==> src/sv/nearest_texture_sampler_assert.svh <==
// Assertion helpers shared by the sampler's modules.
`ifndef NEAREST_TEXTURE_SAMPLER_ASSERT_SVH
`define NEAREST_TEXTURE_SAMPLER_ASSERT_SVH

// Consequent must hold in the same cycle as the antecedent.
`define NTS_ASSERT_NOW(label, clk, rst, ante, cons) \
  label: assert property (@(posedge clk) disable iff (rst) (ante) |-> (cons)) \
    else $error("%m: check failed");

// Consequent must hold in the cycle after the antecedent.
`define NTS_ASSERT_NEXT(label, clk, rst, ante, cons) \
  label: assert property (@(posedge clk) disable iff (rst) (ante) |=> (cons)) \
    else $error("%m: check failed");

`endif

==> src/sv/nts_pkg.sv <==
package nts_pkg;

  localparam int COORD_W   = 24;
  localparam int COLOR_W   = 32;
  localparam int UV_W      = 8;
  localparam int SIZE_W    = 9;
  localparam int Q_W       = 10;
  localparam int CMD_W     = 2;
  localparam int CFG_IDX_W = 2;

  localparam int DEF_MAX_WIDTH  = 256;
  localparam int DEF_MAX_HEIGHT = 256;
  localparam int DEF_FRAC_BITS  = 16;

  // Result slots: cover the pipeline so the input stays open while the consumer keeps up.
  localparam int OUT_DEPTH = 16;

  localparam logic [SIZE_W-1:0] DEF_SIZE = SIZE_W'(256);

  typedef enum logic [CMD_W-1:0] {
    CMD_WRITE  = 2'd0,
    CMD_READ   = 2'd1,
    CMD_SAMPLE = 2'd2,
    CMD_NOP    = 2'd3
  } cmd_e;

  typedef enum logic [CFG_IDX_W-1:0] {
    REG_WIDTH  = 2'd0,
    REG_HEIGHT = 2'd1,
    REG_MIRROR = 2'd2
  } cfg_reg_e;

  // Memory access issued by the address pipeline.
  typedef struct packed {
    logic we;
    logic rsp;
    logic oor;
  } mem_ctl_t;

  typedef struct packed {
    logic [COLOR_W-1:0] texel;
    logic               oor;
  } rsp_t;

  function automatic logic [SIZE_W-1:0] clamp_size(logic [SIZE_W-1:0] v, int maxv);
    logic [SIZE_W-1:0] r;
    r = v;
    if (v == '0) begin
      r = SIZE_W'(1);
    end else if (int'(v) > maxv) begin
      r = SIZE_W'(maxv);
    end
    return r;
  endfunction

endpackage

==> src/sv/nts_ofifo.sv <==
`include "nearest_texture_sampler_assert.svh"

module nts_ofifo (
  input  logic          clk,
  input  logic          rst,
  input  logic          push,
  input  nts_pkg::rsp_t push_data,
  output logic          pop_valid,
  input  logic          pop_ready,
  output nts_pkg::rsp_t pop_data
);
  import nts_pkg::*;

  localparam int PTR_W = $clog2(OUT_DEPTH);
  localparam int CNT_W = $clog2(OUT_DEPTH + 1);

  rsp_t             slots [OUT_DEPTH];
  logic [PTR_W-1:0] wr_ptr;
  logic [PTR_W-1:0] rd_ptr;
  logic [CNT_W-1:0] count;
  logic             pop;

  assign pop       = pop_valid && pop_ready;
  assign pop_valid = (count != '0);
  assign pop_data  = slots[rd_ptr];

  always_ff @(posedge clk) begin
    if (push) begin
      slots[wr_ptr] <= push_data;
    end
  end

  always_ff @(posedge clk) begin
    if (rst) begin
      wr_ptr <= '0;
      rd_ptr <= '0;
      count  <= '0;
    end else begin
      if (push) begin
        wr_ptr <= (wr_ptr == PTR_W'(OUT_DEPTH - 1)) ? '0 : wr_ptr + PTR_W'(1);
      end
      if (pop) begin
        rd_ptr <= (rd_ptr == PTR_W'(OUT_DEPTH - 1)) ? '0 : rd_ptr + PTR_W'(1);
      end
      if (push && !pop) begin
        count <= count + CNT_W'(1);
      end else if (pop && !push) begin
        count <= count - CNT_W'(1);
      end
    end
  end

  `NTS_ASSERT_NOW(a_no_overflow, clk, rst, push, count != CNT_W'(OUT_DEPTH))
  `NTS_ASSERT_NEXT(a_push_grows, clk, rst, push && !pop, count == $past(count) + CNT_W'(1))
  `NTS_ASSERT_NEXT(a_pop_shrinks, clk, rst, pop && !push, count == $past(count) - CNT_W'(1))

endmodule

==> config.mk <==
export PLATFORM = sky130hd
export DESIGN_NAME = nts_ofifo
export DESIGN_NICKNAME = d
export VERILOG_FILES = /design/src/sv/nts_pkg.sv /design/src/sv/nts_ofifo.sv
export VERILOG_INCLUDE_DIRS = /design/src /design/src/sv
export SDC_FILE = /design/constraint.sdc
export NUM_CORES = 1
export LEC_CHECK = 0
export BUFFER_PORTS_ARGS = -buffer_cell sky130_fd_sc_hd__buf_2
export CORE_AREA = 2 2 175 246
export DETAILED_ROUTE_END_ITERATION = 8
export DIE_AREA = 0 0 177 248
export PLACE_DENSITY = 0.78
export SLEW_MARGIN = 20
export SYNTH_ARGS = -nofsm -noshare
export SYNTH_HDL_FRONTEND = slang
export SYNTH_SLANG_ARGS = --single-unit
export TNS_END_PERCENT = 100
==> constraint.sdc <==
create_clock -name clk -period 2.6 [get_ports clk]
set_input_delay 0.26 -clock clk [delete_from_list [all_inputs] [get_ports clk]]
set_output_delay 0.26 -clock clk [all_outputs]
set_load 0.005 [all_outputs]
# Yosys cells after proc, flatten, opt, wreduce, memory -nomap -nowiden
# Memories as Yosys holds them, arrays and structs flattened. A register that Yosys moved wholly into a read port is not among the register bits.
# Index checks and enable logic that the tools add are counted.
[classes]
n_eq_ne = 2
muxes = 8
add_sub_neg = 4
n_reduce_logical = 7
[op_table]
columns = ["cell", "n"]
rows = [
  ["$mux W4", 4],
  ["$mux W5", 2],
  ["$add A4 B1 Y4 const B", 2],
  ["$eq A4 B4 Y1 const B", 2],
  ["$add A5 B1 Y5 const B", 1],
  ["$reduce_bool A5 Y1", 1],
  ["$sub A5 B1 Y5 const B", 1],
  ["$logic_and A1 B1 Y1", 3],
  ["$logic_not A1 Y1", 2],
  ["$mux W1", 2],
  ["$reduce_bool A2 Y1", 1],
]
[word_totals]
inputBits = 37
ramBits = 528
memories = 1
out_inout_bits = 34
reg_bits = 13
wordCells = 25
[mem_list]
columns = ["memory", "depth", "word_bits", "rd", "rd_ports_with_merged_regs", "write_ports", "line_no", "rtl"]
rows = [
  ["slots", 16, 33, 1, 1, 1, "nts_ofifo.sv:17", "rsp_t slots [OUT_DEPTH];"],
]

# Logic depth before layout (Yosys ltp)
# Gate-level depths: netlist of the first run.
[depth]
ltp_word = 5
mapped_depth = 9
depth_no_buf = 9

# Worst setup path before layout of the first run
# No wires, ideal clock.
[synth_path]
kind = "reg-to-reg"
startpoint = "reg count[1]"
endpoint = "reg count[4]"
setup_ns = 0.121
required_time_ns = 2.479
n_path_buf = 0
stages_incl_launch_ff = 10
period_less_slack_ns = 2.585
arrival_ns = 2.465
setup_slack_ns = 0.015
cell_sequence = "dfxtp_1 or4_1 o21ai_2 ha_1 inv_1 ha_1 nand2b_1 a21oi_1 mux2i_1 mux2_2"
[synth_between]
elab_chain_len = 5
elab_cells_between_ends = 10
cone_classes = "add/sub: 2; mux: 2; reduce/logical: 6"
[synth_lines]
columns = ["item", "line_no", "rtl"]
rows = [
  ["start, declared", "nts_ofifo.sv:20", "logic [CNT_W-1:0] count;"],
  ["start signal, assigned", "nts_ofifo.sv:46", "count <= count + CNT_W'(1);"],
  ["start signal, assigned", "nts_ofifo.sv:48", "count <= count - CNT_W'(1);"],
  ["branches (longest 5 deep; another with $sub A5 B1 Y5)", "--", ""],
]
# Parallel ways; which one is timed is not known. The select of a mux whose other input is x is not followed.
# A chain may end at the register's enable or synchronous reset.

==> impl_metrics.env, run 1 <==
export IMPL_p_per_area_nw_per_um2=851
export IMPL_synthesis_area_um2=20700
export IMPL_synth_top_family_by_area="multiplexers"
export IMPL_totalPowerFinal_mw=20.7
export IMPL_status="complete, but fails checks"
export IMPL_core_um2=41800
export IMPL_insertion_delay_ps=580
export IMPL_syn_to_final_growth_pct=17.5
export IMPL_rows=89
export IMPL_clk_pin_slew_worst_paths_ps=60
export IMPL_required_ps=2340
export IMPL_initial_core_util_pct=49.5
export IMPL_worstReg2RegStart="count[1]$_SDFFE_PP0P_"
export IMPL_whs_endpoint="count[0]$_SDFFE_PP0P_"
export IMPL_antenna_found_initial=2
export IMPL_finalHoldWorstSlack_ps=53.6
export IMPL_start_kind="flop"
export IMPL_min_period_over_period_pct=100
export IMPL_pin_count=71
export IMPL_max_cap_violations=0
export IMPL_avgSynthCellArea_um2=22.5
export IMPL_cts_hold_buf=0
export IMPL_synth_cells=919
export IMPL_synthTopCellsByCount="edfxtp_1, mux4_2, a22oi_1"
export IMPL_rsz0062_at_grt="yes"
export IMPL_post_route_min_period_ps=2610
export IMPL_gr_total_overflow=0
export IMPL_layout_drive_gt1_share_pct=37.4
export IMPL_avgViaCountPerCell=6.29
export IMPL_post_synth_top_count_cell="edfxtp_1"
export IMPL_slew_headroom_pct=54.0
export IMPL_drc=0
export IMPL_grt_first_pass_wirelength_mm=67.7
export IMPL_drt_total_wl_mm=48.6
export IMPL_hold_start="rst"
export IMPL_cts_tree="built"
export IMPL_synth_xor_xnor_area_share_pct=0.169
export IMPL_clock_tree_buffer_depth=3
export IMPL_path_cells="buf_12 -> clkbuf_16 -> mux4_2 -> a22oi_2 -> nand2_1 -> buf_2"
export IMPL_synthTopCellsByArea="edfxtp_1, mux4_2, a22oi_1, dfxtp_1, nand2_1"
export IMPL_crit_type="reg -> out"
export IMPL_hp_class="in -> reg"
export IMPL_crit_fanout=7
export IMPL_die_area_um2=43900
export IMPL_worstPathArrival_ps=2350
export IMPL_cts_root_buffer="clkbuf_16"
export IMPL_vias=10253
export IMPL_fp_dieW_um=177
export IMPL_post_drt_wl_per_cell_um=29.8
export IMPL_ys_seq_area_share_pct=78.3
export IMPL_peakVddDrop_mv=0.508
export IMPL_synth_compound_area_share_pct=2.85
export IMPL_setup_ws_ps=-6.59
export IMPL_violations="setup timing"
export IMPL_htreeDepth=2
export IMPL_synth_async_reset_ratio_pct=0
export IMPL_rrSetupSlack_ps=40
export IMPL_grtUsageTotal_pct=21.6
export IMPL_grt_max_degree=58
export IMPL_max_stage_delay_ps=520
export IMPL_clock_sinks=545
export IMPL_r2r_end="count[4]$_SDFFE_PP0P_"
export IMPL_drt_iter0_markers=1025
export IMPL_synth_top_cell_by_area="edfxtp_1"
export IMPL_slew_violations=0
export IMPL_setup_viol=2
export IMPL_yosysTopAreaCellShare_pct=76.7
export IMPL_fmax_mhz=384
export IMPL_synth_simple_gate_area_share_pct=2.08
export IMPL_nets=1098
export IMPL_hold_path_depth=2
export IMPL_dr_pass1_iters=5
export IMPL_gp_congestion=0.753
export IMPL_first_global_vias=10441
export IMPL_syn_nets=966
export IMPL_tns_ps=-6.79
export IMPL_yosys_most_used_dff="edfxtp_1"
export IMPL_ys_warn_count=0
export IMPL_synth_cell_types=35
export IMPL_finalHoldViolCount=0
export IMPL_worst_pin_slew_ps=691
export IMPL_port_buffers=70
export IMPL_die_h_um=248
export IMPL_dp_hpwl_mm=23.0
export IMPL_fin_worst_skew_ps=16.7
export IMPL_cts_buffers=45
export IMPL_synth_fa_ha_area_share_pct=0.641
export IMPL_end_kind="output port"
export IMPL_antenna_left=0
export IMPL_power_leakage_nw=7.71
export IMPL_r2r_cells=9
export IMPL_ys_seq_elements=545
export IMPL_synth_edf_count=528
export IMPL_muxShareOfSynthArea_pct=14.6
export IMPL_crit_slowest_cell="mux4_2"
[sequential cells by signal (all words and copies together), names as in the netlist, named ones only]
| register | cells |
|---|---|
| slots | 528 |
| count | 5 |
| wr_ptr | 4 |
| rd_ptr | 4 |
[cells in the final DEF (no fill, tap or decap), types with 2 or more instances in the layout]
cell type  count
a22oi_2       38
bufinv_16      3
dfxtp_2        2
nand3_1        3
mux2i_1        3
nand2_2        6
clkinv_2       5
o21ai_0        2
buf_12        17
dfxtp_4        2
a22oi_1       28
buf_2         66
inv_6          2
xor2_1         4
nand2_1       31
and2_2        16
clkbuf_16     53
clkinv_1       7
buf_16        13
edfxtp_1     528
clkbuf_8       2
buf_4         25
and3_1         2
buf_6          6
nor2b_4        2
nand2b_1       2
mux4_2       132
clkbuf_1      11
diode_2        2
ha_1           6
ha_4           3
a21oi_1        8
dfxtp_1       13
nor2_1        16
inv_1          4
[logic make-up after synthesis]
family / Yosys count
fa+ha+maj: 10
mux: 136
flops: 545
simple gates: 89
xor+xnor: 4
compound gates: 82
buf+inv: 53
[stage by stage]
step / std cells / cell area (µm²) / util [%] / setup WS (ps)
after floorplan: 919 / 20700 / - / 14.7
after global placement: 1526 / 22000 / 52.8 / 56.3
after detailed placement: 1526 / 22000 / 52.8 / -91.8
after CTS: 1617 / 23900 / 57.3 / -30.3
after global routing: 1630 / 24300 / 58.2 / -75.7
final: 1631 / 24300 / 58.2 / -6.59
[per-layer routing]
layer  vias up  share of wire, %  GRT usage (%)
li1       4147                 -              -
met1      5391                35           26.9
met2       590                53           37.5
met3       125               7.6           3.13
met4         0               4.1           9.65
met5         -                 0              0
[area by class of cell]
class / count / area (µm²)
Fill cell: 2793 / 17500
Sequential cell: 545 / 16200
Multi-Input combinational cell: 321 / 4520
Timing Repair Buffer: 133 / 1430
Clock buffer: 60 / 1240
Tap cell: 546 / 683
Clock inverter: 19 / 175
Inverter: 5 / 21.3
Antenna cell: 2 / 5.00
[worst max-delay path, delay by kind of cell, from the launching register on]
family / cells / cell delay, ps
buffers and inverters: 3 / 510
AND/OR/NAND/NOR: 1 / 120
AO/OA/AOI/OAI: 1 / 200
flip-flops: 1 / 420
multiplexers: 1 / 520
[timing repair]
item	in CTS	in global routing
buffers inserted	5	7
gates resized for setup	48	37
gates cloned	7	6
setup endpoints to repair	35	34
pin swaps	13	29
[worst max-delay path by stage]
stage,start,end,slack [ps],cells past startpoint
2_1_floorplan,count[1]$_SDFFE_PP0P_,count[4]$_SDFFE_PP0P_,10,9
3_3_place_gp,count[2]$_SDFFE_PP0P_,count[4]$_SDFFE_PP0P_,60,9
3_5_place_dp,count[2]$_SDFFE_PP0P_,count[4]$_SDFFE_PP0P_,-90,9
4_1_cts,flop,pop_data[20],-30,6
5_1_grt,flop,pop_data[15],-80,7
6_report,flop,pop_data[1],-7,6
[power by group]
group          internal (mW)  switching (mW)  leakage, nW
clock                   3.67            3.00        0.693
sequential              9.77           0.121         4.91
combinational           2.28            1.85         2.10
Power figures use the tool's default switching activity.
==> inputs of run 2 (changes only) <==
--- a/config.mk
+++ b/config.mk
@@ -11,7 +11,6 @@
 export DETAILED_ROUTE_END_ITERATION = 8
 export DIE_AREA = 0 0 177 248
 export PLACE_DENSITY = 0.78
-export SLEW_MARGIN = 20
 export SYNTH_ARGS = -nofsm -noshare
 export SYNTH_HDL_FRONTEND = slang
 export SYNTH_SLANG_ARGS = --single-unit
==> constraint.sdc (replaced) <==
create_clock -name clk -period 2.6 [get_ports clk]
set_input_delay 0.39 -clock clk [delete_from_list [all_inputs] [get_ports clk]]
set_output_delay 0.39 -clock clk [all_outputs]
set_load 0.005 [all_outputs]
==> impl_metrics.env, run 2 (synthesis results as in run 1) <==
export IMPL_worstPathArrival_ps=2330
export IMPL_grt_max_degree=73
export IMPL_max_stage_delay_ps=510
export IMPL_port_buffers=70
export IMPL_crit_slowest_cell="mux4_2"
export IMPL_die_h_um=248
export IMPL_first_global_vias=10475
export IMPL_gr_total_overflow=0
export IMPL_crit_type="reg -> out"
export IMPL_cts_root_buffer="clkbuf_16"
export IMPL_setup_viol=32
export IMPL_syn_to_final_growth_pct=18.0
export IMPL_reg_top3="slots (528), count (5)"
export IMPL_layout_drive_gt1_share_pct=38.5
export IMPL_clk_pin_slew_worst_paths_ps=70
export IMPL_clock_tree_buffer_depth=3
export IMPL_met3_usage_pct=3.25
export IMPL_drt_iter0_markers=977
export IMPL_post_drt_wl_per_cell_um=27.7
export IMPL_dr_pass1_iters=6
export IMPL_top_register="slots"
export IMPL_antenna_found_initial=3
export IMPL_htreeDepth=2
export IMPL_nets=1112
export IMPL_cts_buffers=44
export IMPL_core_um2=41800
export IMPL_crit_fanout=8
export IMPL_min_period_over_period_pct=105
export IMPL_slew_violations=0
export IMPL_finalHoldWorstSlack_ps=196
export IMPL_largest_reg_flops=528
export IMPL_dp_hpwl_mm=23.0
export IMPL_p_seq_share_pct=47.3
export IMPL_max_cap_violations=0
export IMPL_insertion_delay_ps=570
export IMPL_grtUsageTotal_pct=20.6
export IMPL_final_cell_mix="edfxtp_1, mux4_2, buf_2, clkbuf_16, a22oi_2"
export IMPL_swShare_pct=23.2
export IMPL_peakVddDrop_mv=0.517
export IMPL_status="complete, but fails checks"
export IMPL_start_kind="flop"
export IMPL_gp_congestion=0.750
export IMPL_p_per_area_nw_per_um2=855
export IMPL_cts_tree="built"
export IMPL_drt_total_wl_mm=45.6
export IMPL_drc=0
export IMPL_violations="setup timing"
export IMPL_grt_first_pass_wirelength_mm=65.7
export IMPL_power_switching_mw=4.84
export IMPL_p_comb_share_pct=19.5
export IMPL_die_area_um2=43900
export IMPL_fp_dieW_um=177
export IMPL_busiest_layer="met2"
export IMPL_fmax_mhz=368
export IMPL_vias=10068
export IMPL_use_met2_pct=37.0
export IMPL_setup_ws_ps=-118
export IMPL_post_route_min_period_ps=2720
export IMPL_finalHoldViolCount=0
export IMPL_antenna_left=0
export IMPL_end_kind="output port"
export IMPL_path_cells="buf_12 -> buf_8 -> buf_6 -> mux4_2 -> a22oi_2 -> nand2_1 -> buf_2"
export IMPL_initial_core_util_pct=49.5
export IMPL_fin_worst_skew_ps=24.3
export IMPL_clkPwrFrac_pct=33.3
export IMPL_grt_util_met1_pct=25.0
export IMPL_pin_count=71
export IMPL_worst_pin_slew_ps=474
export IMPL_layout_commonest_cell="edfxtp_1"
export IMPL_avgViaCountPerCell=6.11
export IMPL_slew_headroom_pct=68.4
export IMPL_clock_sinks=545
export IMPL_power_leakage_nw=7.78
export IMPL_power_internal_mw=16.0
export IMPL_rsz0062_at_grt="yes"
export IMPL_required_ps=2210
export IMPL_hp_class="in -> reg"
export IMPL_rows=89
export IMPL_fin_util_pct=58.4
==> run 2: power by group through the flow <==
stage	logic (mW)	registers, mW	clock network (mW)
global route	4.36	9.86	7.30
global placement	3.20	10.0	0
finish	4.06	9.86	6.94
floorplan	2.29	9.99	0
detailed placement	3.26	10.0	0
CTS	3.81	9.84	6.98
==> run 2: repair_timing <==
item,in CTS,in global routing
setup endpoints to repair,34,35
cloned,3,3
hold buffers,0,0
resized for setup,52,25
setup buffers,19,11
pin swaps,21,19
==> run 2: worst paths after layout <==
check,from,end,slack (ps),depth (start not counted)
worst max-delay path,flop,pop_data[1],-120,7
worst min-delay path,push_data[5],slots[10][5]$_DFFE_PP_,200,1
worst max register to register,count[2]$_SDFFE_PP0P_,count[4]$_SDFFE_PP0P_,90,9
worst min register to register,rd_ptr[3]$_SDFFE_PP0N_,rd_ptr[3]$_SDFFE_PP0N_,530,2
==> run 2: layout make-up <==
| cell class | instances | area (µm²) |
|---|---|---|
| inverters | 5 | 18.8 |
| clock buffers | 58 | 1210 |
| flip-flops and latches | 545 | 16200 |
| multi-input cells | 321 | 4520 |
| repair buffers | 148 | 1460 |
| diodes | 2 | 5.00 |
| fillers | 2846 | 17400 |
| well taps | 546 | 683 |
| clock inverters | 23 | 302 |
==> run 2: routing by layer <==
metal | wire (µm) | share of wire (%)
met1 | 16600 | 36
met2 | 24500 | 54
met3 | 2730 | 6.0
met4 | 1780 | 3.9
met5 | 12 | 0.026
==> run 2: critical path, delay by kind of cell (launching register included) <==
kind / cells / cell delay (ps)
DFF: 1 / 410
muxes: 1 / 510
AOI/OAI and AO/OA: 1 / 220
buffers and inverters: 4 / 540
and+or+nand+nor: 1 / 100
==> run 2: metrics by stage <==
step / total power, mW / TNS, ps / worst slack, ps / area (µm²) / instances
final: 20.9 / -2260 / -118 / 24400 / 1648
after global routing: 21.5 / -4740 / -209 / 24400 / 1647
after CTS: 20.6 / -2630 / -144 / 24100 / 1634
after detailed placement: 13.3 / -37.7 / -37.7 / 22100 / 1531
after global placement: 13.2 / 0 / 73.2 / 22100 / 1531
after floorplan: 12.3 / 0 / 14.7 / 20700 / 919
