### config.mk
export PLATFORM = sky130hd
export DESIGN_NAME = nts_coord
export DESIGN_NICKNAME = d
export VERILOG_FILES = /design/src/sv/nearest_texture_sampler_assert.svh /design/src/sv/nts_pkg.sv /design/src/sv/nts_coord.sv
export SDC_FILE = /design/constraint.sdc
export NUM_CORES = 1
export LEC_CHECK = 0
export ABC_CLOCK_PERIOD_IN_PS = 8900
export BUFFER_PORTS_ARGS = -buffer_cell sky130_fd_sc_hd__buf_2
export CAP_MARGIN = 20
export CORE_AREA = 3 3 197 199
export CTS_CLUSTER_SIZE = 10
export DETAILED_ROUTE_END_ITERATION = 16
export DIE_AREA = 0 0 200 202
export PLACE_DENSITY_LB_ADDON = 0.08
export SLEW_MARGIN = 10
export SYNTH_ARGS = -nofsm -noshare
export SYNTH_HDL_FRONTEND = slang
export SYNTH_SLANG_ARGS = --single-unit
### constraint.sdc
create_clock -name clk -period 8.9 [get_ports clk]
set_clock_uncertainty 0.05 [all_clocks]
set_input_delay 1.78 -clock clk [delete_from_list [all_inputs] [get_ports clk]]
set_output_delay 1.78 -clock clk [all_outputs]
set_load 0.01 [all_outputs]
### src/sv/nearest_texture_sampler_assert.svh
// Assertion helpers shared by the sampler's modules.
`ifndef NEAREST_TEXTURE_SAMPLER_ASSERT_SVH
`define NEAREST_TEXTURE_SAMPLER_ASSERT_SVH

// Consequent must hold in the same cycle as the antecedent.
`define NTS_ASSERT_NOW(label, clk, rst, ante, cons) \
  label: assert property (@(posedge clk) disable iff (rst) (ante) |-> (cons)) \
    else $error("%m: check failed");

// Consequent must hold in the cycle after the antecedent.
`define NTS_ASSERT_NEXT(label, clk, rst, ante, cons) \
  label: assert property (@(posedge clk) disable iff (rst) (ante) |=> (cons)) \
    else $error("%m: check failed");

`endif

### src/sv/nts_pkg.sv
package nts_pkg;

  localparam int COORD_W   = 24;
  localparam int COLOR_W   = 32;
  localparam int UV_W      = 8;
  localparam int SIZE_W    = 9;
  localparam int Q_W       = 10;
  localparam int CMD_W     = 2;
  localparam int CFG_IDX_W = 2;

  localparam int DEF_MAX_WIDTH  = 256;
  localparam int DEF_MAX_HEIGHT = 256;
  localparam int DEF_FRAC_BITS  = 16;

  // Result slots: cover the pipeline so the input stays open while the consumer keeps up.
  localparam int OUT_DEPTH = 16;

  localparam logic [SIZE_W-1:0] DEF_SIZE = SIZE_W'(256);

  typedef enum logic [CMD_W-1:0] {
    CMD_WRITE  = 2'd0,
    CMD_READ   = 2'd1,
    CMD_SAMPLE = 2'd2,
    CMD_NOP    = 2'd3
  } cmd_e;

  typedef enum logic [CFG_IDX_W-1:0] {
    REG_WIDTH  = 2'd0,
    REG_HEIGHT = 2'd1,
    REG_MIRROR = 2'd2
  } cfg_reg_e;

  // Memory access issued by the address pipeline.
  typedef struct packed {
    logic we;
    logic rsp;
    logic oor;
  } mem_ctl_t;

  typedef struct packed {
    logic [COLOR_W-1:0] texel;
    logic               oor;
  } rsp_t;

  function automatic logic [SIZE_W-1:0] clamp_size(logic [SIZE_W-1:0] v, int maxv);
    logic [SIZE_W-1:0] r;
    r = v;
    if (v == '0) begin
      r = SIZE_W'(1);
    end else if (int'(v) > maxv) begin
      r = SIZE_W'(maxv);
    end
    return r;
  endfunction

endpackage

### src/sv/nts_coord.sv
module nts_coord #(
  parameter int MAX_WIDTH       = nts_pkg::DEF_MAX_WIDTH,
  parameter int MAX_HEIGHT      = nts_pkg::DEF_MAX_HEIGHT,
  parameter int COORD_FRAC_BITS = nts_pkg::DEF_FRAC_BITS,
  localparam int ADDR_W = $clog2(MAX_WIDTH * MAX_HEIGHT)
) (
  input  logic                               clk,
  input  logic                               rst,
  input  logic                               accept,
  input  nts_pkg::cmd_e                      cmd,
  input  logic [nts_pkg::UV_W-1:0]           texel_u,
  input  logic [nts_pkg::UV_W-1:0]           texel_v,
  input  logic [nts_pkg::COLOR_W-1:0]        texel_color,
  input  logic signed [nts_pkg::COORD_W-1:0] coord_s,
  input  logic signed [nts_pkg::COORD_W-1:0] coord_t,
  input  logic [nts_pkg::SIZE_W-1:0]         tex_width,
  input  logic [nts_pkg::SIZE_W-1:0]         tex_height,
  input  logic                               mirror_tile,
  output nts_pkg::mem_ctl_t                  ctl,
  output logic [ADDR_W-1:0]                  addr,
  output logic [nts_pkg::COLOR_W-1:0]        wdata
);
  import nts_pkg::*;

  localparam int F      = COORD_FRAC_BITS;
  localparam int MAG_W  = COORD_W + 1;
  localparam int FM_W   = F + 1;
  localparam int PROD_W = FM_W + SIZE_W;
  localparam int COL_W  = $clog2(MAX_WIDTH);
  localparam int ROW_W  = $clog2(MAX_HEIGHT);
  localparam logic [FM_W-1:0] ONE = FM_W'(1) << F;

  // Axis 0 is horizontal (s, u, width), axis 1 is vertical (t, v, height).
  logic [F-1:0]          frac_in [2];
  logic                  neg_in  [2];
  logic                  odd_in  [2];

  logic                  s1_valid;
  cmd_e                  s1_cmd;
  logic [UV_W-1:0]       s1_uv   [2];
  logic [COLOR_W-1:0]    s1_color;
  logic [F-1:0]          s1_frac [2];
  logic                  s1_neg  [2];
  logic                  s1_odd  [2];

  logic [FM_W-1:0]       fm_next   [2];
  logic                  fneg_next [2];
  logic                  s2_valid;
  cmd_e                  s2_cmd;
  logic [UV_W-1:0]       s2_uv   [2];
  logic [COLOR_W-1:0]    s2_color;
  logic [FM_W-1:0]       s2_fm   [2];
  logic                  s2_fneg [2];

  logic [SIZE_W-1:0]     size    [2];
  logic [Q_W-1:0]        q_next  [2];
  logic                  s3_valid;
  cmd_e                  s3_cmd;
  logic [COLOR_W-1:0]    s3_color;
  logic [Q_W-1:0]        s3_q    [2];
  logic                  s3_neg  [2];

  logic                  oor_next;
  logic [Q_W-1:0]        row_full;
  logic                  s4_valid;
  cmd_e                  s4_cmd;
  logic [COLOR_W-1:0]    s4_color;
  logic                  s4_oor;
  logic [COL_W-1:0]      s4_col;
  logic [ROW_W-1:0]      s4_row;

  logic [ROW_W+SIZE_W-1:0] row_base;

  assign size[0] = tex_width;
  assign size[1] = tex_height;

  // Split each coordinate into sign, parity of the integer part and the fraction
  // magnitude; truncation toward zero leaves the fraction with the sign of c.
  always_comb begin
    logic signed [COORD_W-1:0] c;
    logic [MAG_W-1:0]          mag;
    for (int a = 0; a < 2; a++) begin
      c = (a == 0) ? coord_s : coord_t;
      neg_in[a] = c[COORD_W-1];
      mag = neg_in[a] ? (MAG_W'(0) - {c[COORD_W-1], c}) : {1'b0, c};
      odd_in[a]  = mag[F];
      frac_in[a] = mag[F-1:0];
    end
  end

  always_ff @(posedge clk) begin
    if (rst) begin
      s1_valid <= 1'b0;
    end else begin
      s1_valid <= accept && (cmd != CMD_NOP);
    end
    s1_cmd   <= cmd;
    s1_uv[0] <= texel_u;
    s1_uv[1] <= texel_v;
    s1_color <= texel_color;
    for (int a = 0; a < 2; a++) begin
      s1_frac[a] <= frac_in[a];
      s1_neg[a]  <= neg_in[a];
      s1_odd[a]  <= odd_in[a];
    end
  end

  // Mirrored odd tiles use 1 - f, which is never negative.
  always_comb begin
    for (int a = 0; a < 2; a++) begin
      if (mirror_tile && s1_odd[a]) begin
        fm_next[a]   = (s1_neg[a] && (s1_frac[a] != '0)) ? ONE + FM_W'(s1_frac[a])
                                                         : ONE - FM_W'(s1_frac[a]);
        fneg_next[a] = 1'b0;
      end else begin
        fm_next[a]   = FM_W'(s1_frac[a]);
        fneg_next[a] = s1_neg[a] && (s1_frac[a] != '0);
      end
    end
  end

  always_ff @(posedge clk) begin
    if (rst) begin
      s2_valid <= 1'b0;
    end else begin
      s2_valid <= s1_valid;
    end
    s2_cmd   <= s1_cmd;
    s2_color <= s1_color;
    for (int a = 0; a < 2; a++) begin
      s2_uv[a]   <= s1_uv[a];
      s2_fm[a]   <= fm_next[a];
      s2_fneg[a] <= fneg_next[a];
    end
  end

  always_comb begin
    logic [PROD_W-1:0] prod;
    for (int a = 0; a < 2; a++) begin
      prod = PROD_W'(s2_fm[a]) * PROD_W'(size[a]);
      q_next[a] = (s2_cmd == CMD_SAMPLE) ? Q_W'(prod >> F) : Q_W'(s2_uv[a]);
    end
  end

  always_ff @(posedge clk) begin
    if (rst) begin
      s3_valid <= 1'b0;
    end else begin
      s3_valid <= s2_valid;
    end
    s3_cmd   <= s2_cmd;
    s3_color <= s2_color;
    for (int a = 0; a < 2; a++) begin
      s3_q[a]   <= q_next[a];
      s3_neg[a] <= (s2_cmd == CMD_SAMPLE) && s2_fneg[a];
    end
  end

  // A negative index shows up as a nonzero quotient with the sign flag set.
  always_comb begin
    oor_next = 1'b0;
    for (int a = 0; a < 2; a++) begin
      if ((s3_neg[a] && (s3_q[a] != '0)) || (s3_q[a] >= Q_W'(size[a]))) begin
        oor_next = 1'b1;
      end
    end
    row_full = Q_W'(tex_height) - s3_q[1] - Q_W'(1);
  end

  always_ff @(posedge clk) begin
    if (rst) begin
      s4_valid <= 1'b0;
    end else begin
      s4_valid <= s3_valid;
    end
    s4_cmd   <= s3_cmd;
    s4_color <= s3_color;
    s4_oor   <= oor_next;
    s4_col   <= oor_next ? '0 : COL_W'(s3_q[0]);
    s4_row   <= oor_next ? '0 : ROW_W'(row_full);
  end

  assign row_base = (ROW_W+SIZE_W)'(s4_row) * (ROW_W+SIZE_W)'(tex_width);

  always_ff @(posedge clk) begin
    if (rst) begin
      ctl <= '0;
    end else begin
      ctl.we  <= s4_valid && (s4_cmd == CMD_WRITE) && !s4_oor;
      ctl.rsp <= s4_valid && (s4_cmd != CMD_WRITE);
      ctl.oor <= s4_oor;
    end
    addr  <= ADDR_W'(row_base) + ADDR_W'(s4_col);
    wdata <= s4_color;
  end

endmodule

; After elaboration in Yosys (flattened, before gate mapping)
; Memory sizes are Yosys's and may differ from the RTL's.
; Cells that the tools add are included.
[op_classes]
add_sub_neg = 9
n_mul = 3
order_cmp = 2
n_eq_ne = 2
mux = 12
reduce_logical = 21
[op_table]
columns = op, count
row1 = $mux 17, 6
row2 = $mul 17x9->26, 2
row3 = $add 17x16->17 const A, 2
row4 = $sub 1x17->17 const A, 2
row5 = $sub 17x16->17 const A, 2
row6 = $reduce_bool 16->1, 2
row7 = $ge 10x9->1, 2
row8 = $mux 10, 2
row9 = $reduce_bool 10->1, 2
row10 = $add 16x8->16, 1
row11 = $mul 8x9->16, 1
row12 = $logic_and 1x1->1, 12
row13 = $sub 8x1->8 const B, 1
row14 = $sub 8x8->8, 1
row15 = $mux 1, 4
row16 = $eq 2x2->1 const B, 1
row17 = $logic_not 2->1, 1
row18 = $logic_or 1x1->1, 2
row19 = $ne 2x2->1 const B, 1
row20 = $reduce_bool 2->1, 1
row21 = $logic_not 1->1, 1
[word_totals]
regBits = 208
ramBits = 126
in_bits = 120
n_memories = 9
[memory_table]
columns = memory, depth, word_bits, read_ports, rd_ports_with_merged_regs, wr, line_no
row1 = s2_fm, 2, 17, 2, 0, 2, nts_coord.sv:52  ; logic [FM_W-1:0] s2_fm [2];
row2 = s1_frac, 2, 16, 2, 0, 2, nts_coord.sv:42  ; logic [F-1:0] s1_frac [2];
row3 = s3_q, 2, 10, 2, 0, 2, nts_coord.sv:60  ; logic [Q_W-1:0] s3_q [2];
row4 = s1_uv, 2, 8, 2, 0, 2, nts_coord.sv:40  ; logic [UV_W-1:0] s1_uv [2];
row5 = s2_uv, 2, 8, 2, 0, 2, nts_coord.sv:50  ; logic [UV_W-1:0] s2_uv [2];
row6 = s1_neg, 2, 1, 2, 0, 2, nts_coord.sv:43  ; logic s1_neg [2];
row7 = +3 memories, -, -, -, -, -, -

; Depth between registers and ports, before layout
; Gate-level depths: netlist of the first run.
[logic_depth]
word_depth = 5
depth_mapped = 19
ltp_nobuf = 18

; Least setup slack after synthesis of the first run
; OpenSTA, ideal clock, no wires.
[synth_path]
kind = input-to-reg
startpoint = input port tex_height[2] (netlist bit)
endpoint = memory s3_q[1][2], in the netlist s3_q[0][12]
t_arrival_ns = 6.347
required_time_ns = 8.723
path_slack_ns = 2.376
stages = 18
path_cell_list = clkbuf_1 clkbuf_1 nand2_1 fa_1 inv_1 fa_1 fa_1 inv_1 fa_1 inv_1 ha_1 a2111oi_0 o41a_1 nor3_1 o211a_1 or2_2 a211oi_1 o31ai_1
[synth_rtl]
columns = item, line_no
row1 = "start, declared", nts_coord.sv:17  ; input logic [nts_pkg::SIZE_W-1:0] tex_height,
row2 = "end, declared", nts_coord.sv:60

==> results.toml, run 1 <==
[worst_setup_path]
max_stage_delay_ns = 0.55
crit_fanout = 18
cpMostUsedCell = "fa_1"
endpoint_kind = "flip-flop"
rrSetupSlack_ns = 3.49
crit_chain = "buf_2 > nand2_1 > fa_1 > fa_1 > inv_1 > fa_1 > inv_1 > fa_1 > inv_1 > ha_1 > a2111oi_0 > o41a_1 > o21ai_0 > a211oi_1 > a21boi_0 > o311ai_0"
slowest_stage = "fa_1"
worstSetupStartpointType = "input port"
worstPathRequired_ns = 9.26
critPathKind = "input port to flip-flop"
arrival_ns = 6.81

[synth]
syn-num-nets = 2554
yosysWarnings = 0
yosys_register_bits = 334
synth_top_family_by_area = "adder cells"
synthAdderAreaFrac_pct = 34.76
seq_area_frac_synth_pct = 32.88
synthFlopType = "dfxtp_1"
synthesis.instances = 2025
syn_area_um2 = 20340
synth_edf_count = 0
muxShareOfSynthArea_pct = 0
synth_compound_area_share_pct = 5.808
yosysUniqueCellTypes = 57
syn_area_per_cell_um2 = 10.04
yosys.area_share.xor_xnor_pct = 3.876
synth-simple-area-share_pct = 14.91
yosysTopAreaCell = "dfxtp_1"
synth_top_area_share_pct = 32.88
async_reset_ff_share_pct = 0
synth.area.top_cells = "dfxtp_1, fa_1, ha_1"

[route]
wl_um = 40640
drt-pass1-iter-count = 6
vias = 13440
drt_iter0_drc = 523
avgRoutedWirePerCell_um = 15.04
vias_per_cell = 4.973
route.detailed.drc = 0
ant_nets = 0

[clocking]
cts_tree = "yes"
cts_buffer_depth = 3
clkTransAtPathRegs_ns = 0.05
cts_resized = 0
ctsHoldBuffers = 0
cts_buffers = 41
postCtsSetupBuffers = 0
clk_latency_ns = 0.55
cts_root_buffer = "clkbuf_16"
htreeDepth = 2
cts_sinks = 334

[global_route]
grt.overflow.total = 0
grt_pass1_wl_um = 68300
grt_max_degree = 36
grt_pass1_vias = 14140
grt_use_total_pct = 20.88
antenna_found_initial = 6

[run]
maxCapViolCount = 0

[floorplan]
dieArea_um2 = 40400
rows = 71
die_x_um = 200
initial_core_util_pct = 54.38
dieHeight_um = 202
core-area_um2 = 37400
io_pins = 171

[timing]
finalHoldViolations = 0
fmax_ghz = 0.1552
setup_violations = 0
fin_crit_sh_pct = 72.41
tightest_slew_ns = 0.6451
period_needed_ns = 6.444
rsz0062_at_grt = "no"
fin_setup_tns_ns = 0
drv_slew = 0
max-slew-margin-rel_pct = 56.99

[pwr]
leakagePower_nw = 11.27
power.total_mw = 8.431
switching_share_pct = 42.41
ir_drop_uv = 267.9
power_frac_seq_pct = 22.6
pwr-share-clk_pct = 17.4
powerDensity_nw_per_um2 = 370.1
combPwrFrac_pct = 60.0
switching_power_mw = 3.576
intPower_mw = 4.855

[hold_path]
hp-class = "flip-flop to flip-flop"

[placement]
io_buffers = 158
finalWeightedCongestion = 0.8225
hpwl_um = 31330

[outcome]
status = "completed"

[layout]
layout_common_cells = "inv_1, dfxtp_1, fa_1, nand2_1, and2_1"
fin_util_pct = 60.92
areaGrowthSynthToFinish_pct = 12.03
final_nets = 2707
mostFrequentLayoutCell = "inv_1"
final_layout_size_suffix_gt1_share_pct = 10.10
## logic make-up after synthesis
logic type | count (synthesis)
AND/OR/NAND/NOR | 593
AO/OA/AOI/OAI | 180
adder cells (fa/ha/maj) | 409
flip-flops | 334
buffers and inverters | 419
XOR/XNOR | 90
## synth_stat cells (2+ instances only)
master	number
inv_1	369
dfxtp_1	334
fa_1	260
nand2_1	228
and2_1	207
ha_1	149
xnor2_1	73
clkbuf_1	48
a21oi_1	47
o21ai_0	40
nor2_1	39
nor3_1	24
o31ai_1	24
a21o_1	20
nand3_1	18
xor2_1	17
nand2b_1	12
nor2b_1	10
nor3b_1	10
nor4_1	8
a211oi_1	6
and3_1	6
nand4_1	6
o41ai_1	6
or4_1	6
o21a_1	5
or2_2	5
or3_1	5
a31oi_1	4
a311oi_1	3
o211ai_1	3
a2111oi_0	2
a211o_1	2
a41oi_1	2
nand3b_1	2
o211a_1	2
o21bai_1	2
o41a_1	2
## layer usage
layer	wire (um)	vias to the layer above	part of all wire [%]	GRT usage, %
li1	-	6525	-	-
met1	17480	6572	43	26.32
met2	20230	285	50	36.71
met3	2296	48	5.6	4.967
met4	587	6	1.4	4.187
met5	49	-	0.12	0
## power groups by stage
stage | clock network [mW] | logic (mW) | registers [mW]
floorplan | 0 | 4.00 | 1.86
global placement | 0 | 4.94 | 1.93
detailed placement | 0 | 5.08 | 1.93
CTS | 1.51 | 5.12 | 1.91
global route | 1.57 | 5.88 | 1.93
finish | 1.47 | 5.06 | 1.90
## registers in the layout, indices dropped and copies added, names as in the netlist, 3 cells and up
name,flops
addr,16
ctl,3
s1_color,32
s1_frac,32
s1_uv,16
s2_color,32
s2_fm,34
s2_uv,16
s3_color,32
s3_q,20
s4_col,8
s4_color,32
s4_row,8
wdata,32
## path summary, 6_finish.rpt
check | start | to | cells past startpoint
setup / recovery | tex_height[8] | s3_q[0][15] | 16
hold / removal | s3_color[1] | s4_color[1] | 0
setup reg to reg | s2_fm[0][18] | s3_q[0][15] | 15
hold reg to reg | s3_color[1] | s4_color[1] | 0
## stage by stage
step	setup slack, ns	cells	hold slack [ns]	cell area (um2)
floorplan	2.376	2025	0.2596	20340
global placement	2.017	2645	0.2598	21590
detailed placement	1.903	2645	0.2621	21590
CTS	2.483	2698	0.2635	22770
global route	2.092	2700	0.2671	22780
finish	2.456	2702	0.2584	22780
## area by class of cell
| type | instances | area [um2] |
|---|---|---|
| flip-flops and latches | 334 | 6686 |
| clock buffers | 45 | 1061 |
| multi-input cells | 1272 | 12080 |
| inverters | 369 | 1385 |
| fillers | 3173 | 14620 |
| diodes | 3 | 7.507 |
| clock inverters | 8 | 120.1 |
| repair buffers | 160 | 805.8 |
| well taps | 511 | 639.4 |
## worst max-delay path, delay by kind of cell
kind	cells	cell delay, ns
buffers and inverters	4	0.47
adder cells (fa/ha/maj)	5	2.44
AND/OR/NAND/NOR	1	0.13
AO/OA/AOI/OAI	6	1.97
No activity file was read; power rests on OpenSTA's default activity.
==> inputs of run 2 (changes only) <==
--- a/config.mk
+++ b/config.mk
@@ -5,7 +5,7 @@
 export SDC_FILE = /design/constraint.sdc
 export NUM_CORES = 1
 export LEC_CHECK = 0
-export ABC_CLOCK_PERIOD_IN_PS = 8900
+export ABC_CLOCK_PERIOD_IN_PS = 6620
 export BUFFER_PORTS_ARGS = -buffer_cell sky130_fd_sc_hd__buf_2
 export CAP_MARGIN = 20
 export CORE_AREA = 3 3 197 199
==> constraint.sdc (replaced) <==
create_clock -name clk -period 6.62 [get_ports clk]
set_clock_uncertainty 0.05 [all_clocks]
set_input_delay 1.324 -clock clk [delete_from_list [all_inputs] [get_ports clk]]
set_output_delay 1.324 -clock clk [all_outputs]
set_load 0.01 [all_outputs]
==> results.toml, run 2 (synthesized netlist as in run 1, its figures left out) <==
[outcome]
status = "completed"

[pwr]
intPower_mw = 6.568
switching_power_mw = 4.796
combPwrFrac_pct = 59.9
powerDensity_nw_per_um2 = 496.0
leakagePower_nw = 11.34
ir_drop_uv = 301.7
switching_share_pct = 42.20
power_frac_seq_pct = 22.5
pwr-share-clk_pct = 17.6

[clocking]
clkTransAtPathRegs_ns = 0.05
cts_sinks = 334
cts_root_buffer = "clkbuf_16"
postCtsSetupBuffers = 0
cts_tree = "yes"
cts_buffers = 41
cts_resized = 0
cts_buffer_depth = 3
clk_latency_ns = 0.54
htreeDepth = 2
ctsHoldBuffers = 0

[timing]
rsz0062_at_grt = "no"
finalHoldViolations = 0
tightest_slew_ns = 0.6260
fin_crit_sh_pct = 87.43
drv_slew = 0
hold_ws_ns = 0.2614
fin_setup_tns_ns = 0
period_needed_ns = 5.788
max-slew-margin-rel_pct = 58.27
fmax_ghz = 0.1728
setup_violations = 0

[layout]
mostFrequentLayoutCell = "inv_1"
largest_reg_flops = 34
fillers = 3230
layout_common_cells = "inv_1, dfxtp_1, fa_1, nand2_1, and2_1"
final_nets = 2720
final_layout_size_suffix_gt1_share_pct = 10.63
top_register = "s2_fm"
fin_area_um2 = 22910
multi_input_area_um2 = 12080
register_area_um2 = 6686
areaGrowthSynthToFinish_pct = 12.66
fin_cells = 2717

[hold_path]
hp-class = "flip-flop to flip-flop"

[floorplan]
io_pins = 171
rows = 71
dieHeight_um = 202
die_x_um = 200
initial_core_util_pct = 54.38
dieArea_um2 = 40400
core-area_um2 = 37400

[worst_setup_path]
crit_fanout = 19
rrSetupSlack_ns = 1.27
critPathKind = "input port to flip-flop"
crit-reg2reg-launch = "s2_fm[0][17]"
startpoint = "tex_height[3]"
crit_end = "s3_q[0][15]"
worstPathRequired_ns = 6.99
reg2reg_depth = 15
arrival_ns = 6.16
reg2reg_to = "s3_q[0][15]"
endpoint_kind = "flip-flop"
worstSetupStartpointType = "input port"

[placement]
finalWeightedCongestion = 0.8317
hpwl_um = 32150
placed_cells = 2658
placed_cell_area_um2 = 21680
io_buffers = 158

[route]
vias = 13510
drt_iter0_drc = 582
vias_per_cell = 4.972
avgRoutedWirePerCell_um = 14.95
drt-pass1-iter-count = 5
route.detailed.drc = 0
ant_nets = 0
wl_um = 40630

[global_route]
grt_pass1_wl_um = 69100
grt.overflow.total = 0
grt_max_degree = 36
grt_pass1_vias = 14440
antenna_found_initial = 7
grt_use_total_pct = 21.15

[run]
maxCapViolCount = 0
## run 2: cell count changes in the layout (fill, tap and decap cells not counted), sizes merged
cell	delta
buf	+13
bufinv	+1
clkinv	-1
inv	-1
clkinvlp	+1
diode	+1
clkbuf	+1
## run 2: cell type report
| type | instances | share of cell area [%] |
|---|---|---|
| antenna | 4 | 0.04369 |
| clock buffer | 46 | 4.647 |
| clock inverter | 8 | 0.6280 |
| inverter | 369 | 6.046 |
| multi-input combinational | 1272 | 52.72 |
| sequential | 334 | 29.18 |
| tap | 511 | 2.791 |
| timing repair buffer | 173 | 3.943 |
## run 2: power by group through the flow
stage	combinational [mW]	sequential (mW)	clock, mW
after global placement	6.67	2.60	0
after floorplan	5.38	2.51	0
final	6.81	2.56	1.99
after global routing	7.97	2.59	2.14
after detailed placement	6.84	2.60	0
after CTS	6.90	2.56	2.06
## run 2: critical path: stages
cell and delay [ns]:
buf_2 0.32, nand2_1 0.12, fa_1 0.46, fa_1 0.49
inv_1 0.06, fa_1 0.52, inv_1 0.05, fa_1 0.53
inv_1 0.05, ha_1 0.32, a2111oi_0 0.45, o41a_1 0.25
o21ai_0 0.15, a211oi_1 0.45, a21boi_0 0.25, o311ai_0 0.37
## run 2: worst min path at each step
| stage | to | from | slack [ns] | depth (start not counted) |
|---|---|---|---|---|
| after floorplan | s2_cmd[0] | s1_cmd[0] | 0.26 | 0 |
| after global placement | s4_color[5] | s3_color[5] | 0.26 | 0 |
| after detailed placement | s2_cmd[1] | s1_cmd[1] | 0.26 | 0 |
| after CTS | s2_uv[0][15] | s1_uv[0][15] | 0.27 | 0 |
| after global routing | wdata[16] | s4_color[16] | 0.27 | 0 |
| final | s2_uv[0][15] | s1_uv[0][15] | 0.26 | 0 |
## run 2: stage by stage
step | worst slack (ns) | power, mW | util (%)
final | 0.8323 | 11.36 | 61.26
after global routing | 0.5238 | 12.71 | 61.25
after CTS | 0.7930 | 11.52 | 61.21
after detailed placement | 0.2403 | 9.441 | 57.98
after global placement | 0.3514 | 9.267 | 57.98
after floorplan | 0.5519 | 7.889 | -
## run 2: layer usage
layer  track usage (%)  vias to the layer above  part of all wire [%]
met5                 0                        -                  0.12
met4             6.157                        6                   2.5
met3             4.101                       77                   4.7
met2             36.56                      247                    49
met1             26.96                     6625                    43
li1                  -                     6555                     -
==> inputs of run 3 (changes only) <==
--- a/config.mk
+++ b/config.mk
@@ -8,10 +8,10 @@
 export ABC_CLOCK_PERIOD_IN_PS = 6620
 export BUFFER_PORTS_ARGS = -buffer_cell sky130_fd_sc_hd__buf_2
 export CAP_MARGIN = 20
-export CORE_AREA = 3 3 197 199
+export CORE_AREA = 3 3 207 189
 export CTS_CLUSTER_SIZE = 10
 export DETAILED_ROUTE_END_ITERATION = 16
-export DIE_AREA = 0 0 200 202
+export DIE_AREA = 0 0 210 192
 export PLACE_DENSITY_LB_ADDON = 0.08
 export SLEW_MARGIN = 10
 export SYNTH_ARGS = -nofsm -noshare
==> constraint.sdc (replaced) <==
create_clock -name clk -period 6.62 [get_ports clk]
set_clock_uncertainty 0.05 [all_clocks]
set_input_delay 0.662 -clock clk [delete_from_list [all_inputs] [get_ports clk]]
set_output_delay 0.662 -clock clk [all_outputs]
set_load 0.01 [all_outputs]
==> results.toml, run 3 (synthesized netlist as in run 1, its figures left out) <==
[global_route]
grt_pass1_vias = 14290
grt_use_total_pct = 21.73
antenna_found_initial = 5
grt_pass1_wl_um = 70900
grt_max_degree = 36
grt.overflow.total = 0

[layout]
largest_reg_flops = 34
layout_common_cells = "inv_1, dfxtp_1, fa_1, nand2_1, and2_1"
final_layout_size_suffix_gt1_share_pct = 9.982
mostFrequentLayoutCell = "inv_1"
antenna_cells = 0
final_nets = 2706
areaGrowthSynthToFinish_pct = 11.74
top_register = "s2_fm"

[clocking]
cts_buffer_depth = 3
cts_sinks = 334
clk_latency_ns = 0.55
htreeDepth = 2
ctsHoldBuffers = 0
cts_buffers = 40
postCtsSetupBuffers = 0
cts_tree = "yes"
cts_root_buffer = "clkbuf_16"
cts_resized = 0
clkTransAtPathRegs_ns = 0.06

[worst_setup_path]
rrSetupSlack_ns = 1.23
reg2reg_depth = 15
worstSetupStartpointType = "flip-flop"
reg2reg_to = "s3_q[0][15]"
arrival_ns = 5.76
worstPathRequired_ns = 6.99
startpoint = "s2_fm[0][19]"
critPathKind = "flip-flop to flip-flop"
crit-reg2reg-launch = "s2_fm[0][19]"
crit_fanout = 9
endpoint_kind = "flip-flop"

[route]
avgRoutedWirePerCell_um = 15.60
vias_per_cell = 5.032
drt-pass1-iter-count = 5
vias = 13420
wl_um = 41600
drt_iter0_drc = 447
route.detailed.drc = 0
ant_nets = 0

[run]
maxCapViolCount = 0

[floorplan]
io_pins = 171
core-area_um2 = 37140
dieHeight_um = 192
rows = 67
dieArea_um2 = 40320
initial_core_util_pct = 54.76
die_x_um = 210

[timing]
period_needed_ns = 5.390
finalHoldViolations = 0
fmax_ghz = 0.1855
hold_ws_ns = 0.1599
fin_setup_tns_ns = 0
setup_violations = 0
rsz0062_at_grt = "no"
drv_slew = 0
max-slew-margin-rel_pct = 57.90
fin_crit_sh_pct = 81.42
tightest_slew_ns = 0.6315

[hold_path]
worstHoldPathCells = 1
hp-class = "input port to flip-flop"
worstHoldStart = "texel_u[2]"
holdPathEnd = "s1_uv[0][2]"

[pwr]
power.total_mw = 11.35
ir_drop_uv = 349.7
leakagePower_nw = 11.26
powerDensity_nw_per_um2 = 499.4

[placement]
hpwl_um = 31390
finalWeightedCongestion = 0.8297
io_buffers = 158

[outcome]
status = "completed"
==> run 3: cell types whose count changed in the layout (fill, tap and decap cells not counted), sizes merged <==
cell,change
buf,-13
clkinv,-1
clkinvlp,-1
diode,-4
clkbuf,-3
==> run 3: layout make-up <==
| class | instances | area, um2 |
|---|---|---|
| inverter | 369 | 1385 |
| fill | 3182 | 14410 |
| multi-input combinational | 1272 | 12080 |
| clock buffer | 43 | 1032 |
| timing repair buffer | 160 | 805.8 |
| clock inverter | 6 | 133.9 |
| tap | 483 | 604.3 |
| sequential | 334 | 6686 |
==> run 3: worst max-delay path: stages, from the launching register on <==
cell and delay [ns]:
dfxtp_1 0.58, nand2_1 0.13, fa_1 0.49, fa_1 0.54
inv_1 0.05, fa_1 0.54, inv_1 0.07, fa_1 0.53
inv_1 0.04, ha_1 0.31, a2111oi_0 0.45, o41a_1 0.24
o21ai_0 0.18, a211oi_1 0.44, a21boi_0 0.23, o311ai_0 0.40
==> run 3: stage by stage <==
stage          utilization [%]  instances  worst slack [ns]  instance area (um2)
2_1_floorplan                -       2025             1.214                20340
3_3_place_gp             58.03       2617            0.9120                21550
3_5_place_dp             58.03       2617            0.7823                21550
4_1_cts                  61.17       2666             1.223                22720
5_1_grt                  61.19       2667            0.8111                22730
6_report                 61.19       2667             1.230                22730
==> run 3: power by group <==
group          internal, mW  switching [mW]
Sequential             2.32           0.252
Combinational          3.02            3.78
Clock                  1.19           0.793
==> run 3: metal layers <==
layer	part of all wire (%)	vias up	GRT usage (%)
met4	1.4	8	5.004
met1	47	6586	29.76
met5	0.13	-	0
li1	-	6523	-
met3	6.4	53	5.683
met2	45	250	34.96
==> run 3: how the worst max path moves through the flow <==
stage / to / slack, ns / depth (start not counted)
after global placement: s3_q[0][15] / 0.91 / 16
after floorplan: s3_q[0][12] / 1.21 / 18
after CTS: s3_q[0][15] / 1.22 / 15
after detailed placement: s3_q[0][15] / 0.78 / 16
after global routing: s3_q[0][15] / 0.81 / 15
final: s3_q[0][15] / 1.23 / 15
